===== config.mk =====
export PLATFORM = sky130hd
export DESIGN_NAME = beacon_sighting_table_top
export DESIGN_NICKNAME = d
export VERILOG_FILES = /design/src/rtl/core/bst_pkg.sv /design/src/rtl/core/bst_age_cmp.sv /design/src/rtl/core/beacon_sighting_table_top.sv
export SDC_FILE = /design/constraint.sdc
export NUM_CORES = 2
export LEC_CHECK = 0
export BUFFER_PORTS_ARGS = -buffer_cell sky130_fd_sc_hd__buf_4
export CAP_MARGIN = 10
export CORE_MARGIN = 2
export CORE_UTILIZATION = 30
export CTS_CLUSTER_DIAMETER = 40
export CTS_CLUSTER_SIZE = 16
export DETAILED_ROUTE_END_ITERATION = 8
export GPL_ROUTABILITY_DRIVEN = 0
export PLACE_DENSITY = 0.41
export SYNTH_ARGS = -nofsm -noshare
export SYNTH_HDL_FRONTEND = slang
export SYNTH_SLANG_ARGS = --single-unit

===== constraint.sdc =====
create_clock -name clk -period 9.75 [get_ports clk]
set_input_delay 0.4875 -clock clk [delete_from_list [all_inputs] [get_ports clk]]
set_output_delay 0.4875 -clock clk [all_outputs]
set_load 0.03 [all_outputs]

===== src/rtl/core/bst_pkg.sv =====
`timescale 1ns / 1ps
// ----------------------------------------------------------------------------
// bst_pkg: shared types and constants
// Sizes, register addresses, opcodes and sequencer states of the sighting table.
// ----------------------------------------------------------------------------
package bst_pkg;
	localparam int SIGHTING_SLOTS = 16;
	localparam int TAG_SLOTS      = 8;
	localparam int SW             = $clog2(SIGHTING_SLOTS);
	localparam int TW             = $clog2(TAG_SLOTS);
	localparam logic signed [7:0] RSSI_NONE = -8'sd127;

	localparam logic [3:0] ADDR_SIGHT_FRESH = 4'h0;
	localparam logic [3:0] ADDR_TAG_FRESH   = 4'h4;
	localparam logic [3:0] ADDR_DEF_MIN     = 4'h8;

	typedef enum logic [1:0] {
		OP_TICK  = 2'd0,
		OP_ADV   = 2'd1,
		OP_WRITE = 2'd2,
		OP_CLEAR = 2'd3
	} op_t;

	typedef enum logic [2:0] {
		ST_IDLE,
		ST_FIND,
		ST_OLDEST,
		ST_STORE,
		ST_TAGS,
		ST_COUNT,
		ST_DONE
	} state_t;

	// control from sequencer to the shared compare unit
	typedef struct packed {
		logic clr;
		logic age_sel;
	} cmp_ctl_t;
endpackage


===== src/rtl/core/bst_age_cmp.sv =====
`timescale 1ns / 1ps
// ----------------------------------------------------------------------------
// bst_age_cmp: shared time compare unit
// Wrapping age test or raw less-than on 32-bit times, one pair per cycle.
// ----------------------------------------------------------------------------
module bst_age_cmp (
	input  logic [31:0] a,
	input  logic [31:0] b,
	input  logic [31:0] limit,
	output logic        in_window,
	output logic        less
);
	logic [31:0] age;

	// take wrapping age and compare against window, and raw less-than of a and b
	always_comb begin
		age       = a - b;
		in_window = age <= limit;
		less      = a < b;
	end
endmodule


===== src/rtl/core/beacon_sighting_table_top.sv =====
`timescale 1ns / 1ps
// ----------------------------------------------------------------------------
// beacon_sighting_table_top: beacon sighting table with tag tracking
// Sequencer walks sighting and tag slots through one shared compare unit.
// ----------------------------------------------------------------------------
// channel   | handshake            | payload
// request   | start & !busy        | opcode, adv_*, tag_*
// result    | done (one cycle)     | counts, stored_*, tag_present, tag_rssi
// config    | psel&penable&pwrite  | paddr, pwdata, prdata
// An advertisement raises done after a find walk, an oldest walk, a store, a
// tag walk, a count walk and the done state; a request that finds its slot or
// a free slot skips the oldest walk. Other requests raise done after the count
// walk and the done state. busy drops in the done cycle, so the next request
// can be taken at the edge that ends it.
// Reset clears valid bits and sets tag state and config registers to defaults. The receiver cannot stall.
module beacon_sighting_table_top (
	input  logic               clk,
	input  logic               arst_n,
	input  logic               start,
	output logic               busy,
	input  logic [1:0]         opcode,
	input  logic [47:0]        adv_address,
	input  logic signed [7:0]  adv_rssi,
	input  logic [2:0]         tag_slot,
	input  logic [47:0]        tag_address,
	input  logic signed [7:0]  tag_min_rssi,
	output logic               done,
	output logic [4:0]         fresh_sighting_count,
	output logic [3:0]         present_tag_count,
	output logic               stored_flag,
	output logic [3:0]         stored_slot,
	output logic [3:0]         matched_tag_count,
	output logic               tag_present,
	output logic signed [7:0]  tag_rssi,
	input  logic               psel,
	input  logic               penable,
	input  logic               pwrite,
	input  logic [3:0]         paddr,
	input  logic [31:0]        pwdata,
	output logic [31:0]        prdata,
	output logic               pready
);
	import bst_pkg::*;

	state_t state_q, state_d;
	logic [31:0] sfresh_q, tfresh_q, now_q;
	logic signed [7:0] defmin_q;
	logic [SIGHTING_SLOTS-1:0] sv_q;
	logic [47:0] saddr_q [SIGHTING_SLOTS];
	logic signed [7:0] srssi_q [SIGHTING_SLOTS];
	logic [31:0] stime_q [SIGHTING_SLOTS];
	logic [TAG_SLOTS-1:0] tv_q;
	logic [47:0] taddr_q [TAG_SLOTS];
	logic signed [7:0] tmin_q [TAG_SLOTS];
	logic signed [7:0] tlast_q [TAG_SLOTS];
	logic [31:0] ttime_q [TAG_SLOTS];

	logic [1:0] op_q;
	logic [47:0] aaddr_q;
	logic signed [7:0] arssi_q;
	logic [2:0] ts_q;
	logic [SW:0] idx_q;
	logic [SW-1:0] slot_q;
	logic found_q, free_q;
	logic [4:0] fresh_q;
	logic [3:0] pres_q, match_q;
	logic tp_q;
	logic signed [7:0] tr_q;

	logic [31:0] cmp_a, cmp_b, cmp_lim;
	logic in_window, less;
	cmp_ctl_t ctl;
	logic [SW-1:0] si;
	logic [TW-1:0] ti;
	logic ts_ok;

	assign pready = 1'b1;
	assign busy   = state_q != ST_IDLE;
	assign si     = idx_q[SW-1:0];
	assign ti     = idx_q[TW-1:0];
	assign ts_ok  = {1'b0, ts_q} < 4'(TAG_SLOTS);

	// read back registers
	always_comb begin
		case (paddr)
			ADDR_SIGHT_FRESH: prdata = sfresh_q;
			ADDR_TAG_FRESH:   prdata = tfresh_q;
			ADDR_DEF_MIN:     prdata = {{24{defmin_q[7]}}, defmin_q};
			default:          prdata = '0;
		endcase
	end

	// route operands to shared compare unit
	always_comb begin
		ctl.clr     = state_q == ST_OLDEST;
		ctl.age_sel = idx_q < (SW+1)'(SIGHTING_SLOTS);
		cmp_a   = now_q;
		cmp_b   = stime_q[si];
		cmp_lim = sfresh_q;
		if (ctl.clr) begin
			cmp_a = stime_q[si];
			cmp_b = stime_q[slot_q];
		end else if (state_q == ST_COUNT && !ctl.age_sel) begin
			cmp_b   = ttime_q[ti];
			cmp_lim = tfresh_q;
		end
	end

	bst_age_cmp u_cmp (
		.a         (cmp_a),
		.b         (cmp_b),
		.limit     (cmp_lim),
		.in_window (in_window),
		.less      (less)
	);

	// next state
	always_comb begin
		state_d = state_q;
		case (state_q)
			ST_IDLE:   if (start) begin
				if (op_t'(opcode) == OP_ADV) state_d = ST_FIND;
				else state_d = ST_COUNT;
			end
			ST_FIND:   if (found_q || idx_q == (SW+1)'(SIGHTING_SLOTS-1))
				state_d = (found_q || free_q || !sv_q[si] ||
					(sv_q[si] && saddr_q[si] == aaddr_q)) ? ST_STORE : ST_OLDEST;
			ST_OLDEST: if (idx_q == (SW+1)'(SIGHTING_SLOTS-1)) state_d = ST_STORE;
			ST_STORE:  state_d = ST_TAGS;
			ST_TAGS:   if (idx_q == (SW+1)'(TAG_SLOTS-1)) state_d = ST_COUNT;
			ST_COUNT:  if (idx_q == (SW+1)'(SIGHTING_SLOTS+TAG_SLOTS-1))
				state_d = ST_DONE;
			ST_DONE:   state_d = ST_IDLE;
			default:   state_d = ST_IDLE;
		endcase
	end

	always_ff @(posedge clk or negedge arst_n) begin
		if (!arst_n) state_q <= ST_IDLE;
		else state_q <= state_d;
	end

	// configuration writes
	always_ff @(posedge clk or negedge arst_n) begin
		if (!arst_n) begin
			sfresh_q <= 32'd30000;
			tfresh_q <= 32'd60000;
			defmin_q <= -8'sd90;
		end else if (psel && penable && pwrite) begin
			case (paddr)
				ADDR_SIGHT_FRESH: sfresh_q <= pwdata;
				ADDR_TAG_FRESH:   tfresh_q <= pwdata;
				ADDR_DEF_MIN:     defmin_q <= pwdata[7:0];
				default:          ;
			endcase
		end
	end

	// sighting payload store
	always_ff @(posedge clk) begin
		if (state_q == ST_STORE) begin
			saddr_q[slot_q] <= aaddr_q;
			srssi_q[slot_q] <= arssi_q;
			stime_q[slot_q] <= now_q;
		end
	end

	// latch request and walk slots
	always_ff @(posedge clk) begin
		if (state_q == ST_IDLE && start) begin
			op_q    <= opcode;
			aaddr_q <= adv_address;
			arssi_q <= adv_rssi;
			ts_q    <= tag_slot;
		end
	end

	always_ff @(posedge clk or negedge arst_n) begin
		if (!arst_n) begin
			now_q   <= '0;
			sv_q    <= '0;
			tv_q    <= '0;
			idx_q   <= '0;
			slot_q  <= '0;
			found_q <= 1'b0;
			free_q  <= 1'b0;
			fresh_q <= '0;
			pres_q  <= '0;
			match_q <= '0;
			tp_q    <= 1'b0;
			tr_q    <= RSSI_NONE;
			done    <= 1'b0;
			for (int i = 0; i < TAG_SLOTS; i++) begin
				taddr_q[i] <= '0;
				tmin_q[i]  <= -8'sd90;
				tlast_q[i] <= RSSI_NONE;
				ttime_q[i] <= '0;
			end
		end else begin
			done <= 1'b0;
			case (state_q)
				ST_IDLE: if (start) begin
					idx_q   <= '0;
					found_q <= 1'b0;
					free_q  <= 1'b0;
					slot_q  <= '0;
					fresh_q <= '0;
					pres_q  <= '0;
					match_q <= '0;
					tp_q    <= 1'b0;
					tr_q    <= RSSI_NONE;
					// apply tick, write and clear at once
					if (op_t'(opcode) == OP_TICK) now_q <= now_q + 32'd1;
					else if (op_t'(opcode) != OP_ADV &&
						{1'b0, tag_slot} < 4'(TAG_SLOTS)) begin
						tv_q[tag_slot[TW-1:0]]    <= op_t'(opcode) == OP_WRITE;
						taddr_q[tag_slot[TW-1:0]] <=
							op_t'(opcode) == OP_WRITE ? tag_address : 48'd0;
						tmin_q[tag_slot[TW-1:0]]  <=
							op_t'(opcode) == OP_WRITE ? tag_min_rssi : defmin_q;
						tlast_q[tag_slot[TW-1:0]] <= RSSI_NONE;
						ttime_q[tag_slot[TW-1:0]] <= '0;
					end
				end
				// hold first match, else first free slot
				ST_FIND: if (!found_q) begin
					if (sv_q[si] && saddr_q[si] == aaddr_q) begin
						found_q <= 1'b1;
						slot_q  <= si;
					end else if (!sv_q[si] && !free_q) begin
						free_q <= 1'b1;
						slot_q <= si;
					end
					if (state_d != ST_FIND) idx_q <= '0;
					else idx_q <= idx_q + (SW+1)'(1);
				end
				// keep strictly smaller time, lowest index wins ties
				ST_OLDEST: begin
					if (less) slot_q <= si;
					idx_q <= idx_q + (SW+1)'(1);
				end
				ST_STORE: begin
					sv_q[slot_q] <= 1'b1;
					idx_q <= '0;
				end
				ST_TAGS: begin
					if (tv_q[ti] && taddr_q[ti] == aaddr_q && arssi_q >= tmin_q[ti]) begin
						tlast_q[ti] <= arssi_q;
						ttime_q[ti] <= now_q;
						match_q     <= match_q + 4'd1;
					end
					idx_q <= (state_d == ST_TAGS) ? idx_q + (SW+1)'(1) : '0;
				end
				// count fresh sightings, then present tags and capture the selected tag's RSSI
				ST_COUNT: begin
					if (ctl.age_sel) begin
						if (sv_q[si] && in_window) fresh_q <= fresh_q + 5'd1;
					end else if (tv_q[ti] && in_window) begin
						pres_q <= pres_q + 4'd1;
						if (ts_ok && ti == ts_q[TW-1:0]) begin
							tp_q <= 1'b1;
							tr_q <= tlast_q[ti];
						end
					end
					idx_q <= idx_q + (SW+1)'(1);
				end
				ST_DONE: done <= 1'b1;
				default: ;
			endcase
		end
	end

	assign fresh_sighting_count = fresh_q;
	assign present_tag_count    = pres_q;
	assign stored_flag          = op_t'(op_q) == OP_ADV;
	assign stored_slot          = stored_flag ? 4'(slot_q) : 4'd0;
	assign matched_tag_count    = match_q;
	assign tag_present          = tp_q;
	assign tag_rssi             = tr_q;

`ifndef SYNTH
	a_busy_no_done: assert property (@(posedge clk) disable iff (!arst_n)
		done |-> !busy) else $error("result while busy");
	a_done_pulse: assert property (@(posedge clk) disable iff (!arst_n)
		done |=> !done) else $error("result longer than one cycle");
	a_start_busy: assert property (@(posedge clk) disable iff (!arst_n)
		(start && !busy) |=> busy) else $error("request not taken");
	a_match_bound: assert property (@(posedge clk) disable iff (!arst_n)
		done |-> matched_tag_count <= 4'(TAG_SLOTS)) else $error("match overflow");
`endif
endmodule

==> results.sh <==
export IMPL_slowest_stage="dfrtp_4"
export IMPL_cts_path_max_buffers=4
export IMPL_leakage_uw=0.04644
export IMPL_cts_resized=0
export IMPL_drt_first_pass_iters=5
export IMPL_num_vias=68974
export IMPL_run_status="finished clean"
export IMPL_setup_viol=0
export IMPL_grtUsageTotal_pct=22.54
export IMPL_drc=0
export IMPL_fmax_mhz=120.7
export IMPL_worstPathRequired_ns=10.62
export IMPL_area_growth_syn_to_layout_pct=22.96
export IMPL_multi_input_area_um2=34120
export IMPL_min_path_type="primary input to flip-flop"
export IMPL_ys_seq_area_share_pct=63.59
export IMPL_critPathArrivalTime_ns=9.15
export IMPL_slew_headroom_pct=18.82
export IMPL_start_kind="flip-flop"
export IMPL_fin_area_um2=123200
export IMPL_met1_length_um=172300
export IMPL_synthArstFlopShare_pct=41.03
export IMPL_ys_warn_count=0
export IMPL_ys_ff_latch=2274
export IMPL_vias_per_cell=5.558
export IMPL_power_frac_comb_pct=30.3
export IMPL_period_share_pct=84.95
export IMPL_slowest_delay_ns=0.81
export IMPL_hold_violations=0
export IMPL_rsz0062_at_grt="false"
export IMPL_cap_violations=0
export IMPL_cts_tree="yes"
export IMPL_seqCellArea_um2=63730
export IMPL_synth_cells=7256
export IMPL_whs_ns=0.06490
export IMPL_synth_area_top_cells="edfxtp_1 (40%), dfrtp_1 (22%), mux4_2 (6.0%), o21ai_0 (3.2%), nand2_1 (2.8%)"
export IMPL_critical_path_max_fanout=31
export IMPL_crit_type="flip-flop to flip-flop"
export IMPL_die_w_um=581.9
export IMPL_period_needed_ns=8.283
export IMPL_insertion_delay_ns=0.95
export IMPL_synth_main_ff_cell="edfxtp_1"
export IMPL_clock_sinks=2274
export IMPL_crit_top_cell="a21o_1"
export IMPL_switching_share_pct=35.73
export IMPL_power_switching_uw=13390
export IMPL_synth_top_cell_area_share_pct=40.20
export IMPL_worst_setup_path_end_kind="flip-flop"
export IMPL_first_global_vias=70232
export IMPL_highest_layer="met4"
export IMPL_tightest_slew_ns=1.218
export IMPL_io_buffers=219
export IMPL_final_max_slew_viol_count=0
export IMPL_antenna_found_initial=9
export IMPL_vdd_drop_max_v=0.0003295
export IMPL_final_nets=7892
export IMPL_fillers=31579
export IMPL_p_total_uw=37470
export IMPL_post_synth_cell_area_avg_um2=13.81
export IMPL_synth_edff_count=1341
export IMPL_placed_cell_area_um2=107200
export IMPL_grt_first_pass_wirelength_um=550100
export IMPL_ios=221
export IMPL_seq_power_share_pct=29.7
export IMPL_met2_length_um=185900
export IMPL_synthDistinctLibCells=96
export IMPL_cts_htree_levels=5
export IMPL_intPower_uw=24080
export IMPL_stdcell_count=12410
export IMPL_cts_root_buf="clkbuf_16"
export IMPL_ant_nets=0
export IMPL_die_y_um=581.9
export IMPL_clkTransAtPathRegs_ns=0.06
export IMPL_grt_max_degree=156
export IMPL_wl_per_cell_um=31.36
export IMPL_tns_ns=0
export IMPL_yosysTopAreaCell="edfxtp_1"
export IMPL_core_area_um2=332900
export IMPL_p_clk_share_pct=40.1
export IMPL_die_area_um2=338600
export IMPL_grt_remaining_overflow=0
export IMPL_wl_met3_um=18980
export IMPL_dpl_hpwl_um=227400
export IMPL_synthesis_nets=7494
export IMPL_drt_iter0_drc=6279
export IMPL_power_density_nw_per_um2=304.2
export IMPL_postCtsSetupBuffers=0
export IMPL_wl_um=389200
export IMPL_syn_area_um2=100200
export IMPL_rows=212
export IMPL_fin_skew_ns=0.04742
export IMPL_cts_buffers=414
export IMPL_ctsHoldBuffers=142
export IMPL_layout_drive_gt1_share_pct=22.97
export IMPL_initial_core_util_pct=30.09
export IMPL_dp_cells=11483
[cell usage after synthesis (178+ instances only)]
library cell and count:
o21ai_0 639, a22oi_1 221, mux2i_1 248, nor2_1 178
edfxtp_1 1341, mux4_2 265, mux2_2 214, clkbuf_1 365
nand2_1 759, a32o_1 229, a21oi_1 225, dfrtp_1 865
[power groups by stage]
stage | combinational, µW | clock (µW) | sequential (µW)
5_1_grt | 12000 | 15700 | 11200
4_1_cts | 11400 | 15300 | 11100
3_3_place_gp | 11300 | 0 | 11300
2_1_floorplan | 6790 | 0 | 11000
6_report | 11300 | 15000 | 11100
3_5_place_dp | 11300 | 0 | 11300
[worst paths after layout]
check	from	cells past startpoint	slack, ns	end
setup / recovery	idx_q[0]	30	1.47	present_tag_count[3]
hold / removal	tag_address[15]	3	0.06	taddr_q[159]
setup reg to reg	idx_q[0]	30	1.47	present_tag_count[3]
hold reg to reg	sv_q[3]	1	0.46	sv_q[3]
max in group asynchronous	arst_n	4	7.28	slot_q[2]
min in group asynchronous	arst_n	2	0.12	ttime_q[86]
[sequential cells by signal (all words and copies together) (netlist names), 16 cells and up]
signal and flops:
aaddr_q 48, now_q 32, saddr_q 768, sfresh_q 32, stime_q 512, sv_q 16
taddr_q 384, tfresh_q 32, tlast_q 64, tmin_q 64, ttime_q 256
[per-layer routing]
layer	GRT usage, %	vias up
met2	37.07	2332
met5	0	-
met1	30.89	36664
met4	7.064	0
li1	-	29418
met3	2.846	560
[placed cells by master, fill, tap and decap left out, drive strengths merged, types with 46 or more instances in the layout]
master	synthesis	final
nor2	178	178
dfstp	68	68
clkbuf	365	469
dfrtp	865	865
inv	43	99
nand4	47	47
a32o	229	229
a22o	133	133
bufinv	0	57
mux2	216	216
ha	78	78
buf	252	457
edfxtp	1341	1341
xnor2	92	92
a221o	86	86
and3	65	65
a21oi	225	225
mux2i	248	248
clkinv	0	138
a221oi	179	179
a22oi	221	221
xor2	46	46
clkinvlp	0	53
dlygate4sd3	0	142
o21ai	648	648
mux4	265	265
nand2	759	759
[worst max-delay path: cells and delay by family, from the launching register on]
kind	cells	cell delay [ns]
buf+inv	2	0.64
flops	1	0.81
mux	2	0.57
compound gates	18	3.63
simple gates	4	1.48
fa+ha+maj	3	0.87
xor+xnor	1	0.15
[per-stage QoR]
step | worst slack, ns | util, %
after floorplan | 1.757 | -
after global placement | 1.349 | 32.19
after detailed placement | 1.429 | 32.19
after CTS | 1.399 | 36.99
after global routing | 0.9883 | 37.00
final | 1.467 | 37.00
[logic make-up after synthesis]
family	share of synthesized area (%)
adder cells (fa/ha/maj)	0.9942
AO/OA/AOI/OAI	14.54
buffers and inverters	2.793
AND/OR/NAND/NOR	6.003
multiplexers	10.87
other	0.003743
XOR/XNOR	1.207
flip-flops	63.59
[layout make-up]
| type | instances | area share (%) |
|---|---|---|
| flip-flops and latches | 2274 | 51.74 |
| multi-input cells | 4322 | 27.70 |
| clock buffers | 469 | 8.856 |
| well taps | 4387 | 4.456 |
| repair buffers | 599 | 4.118 |
| clock inverters | 304 | 2.967 |
| inverters | 43 | 0.1392 |
| diodes | 12 | 0.02438 |
Note: power is estimated with default switching activity, not from simulation.
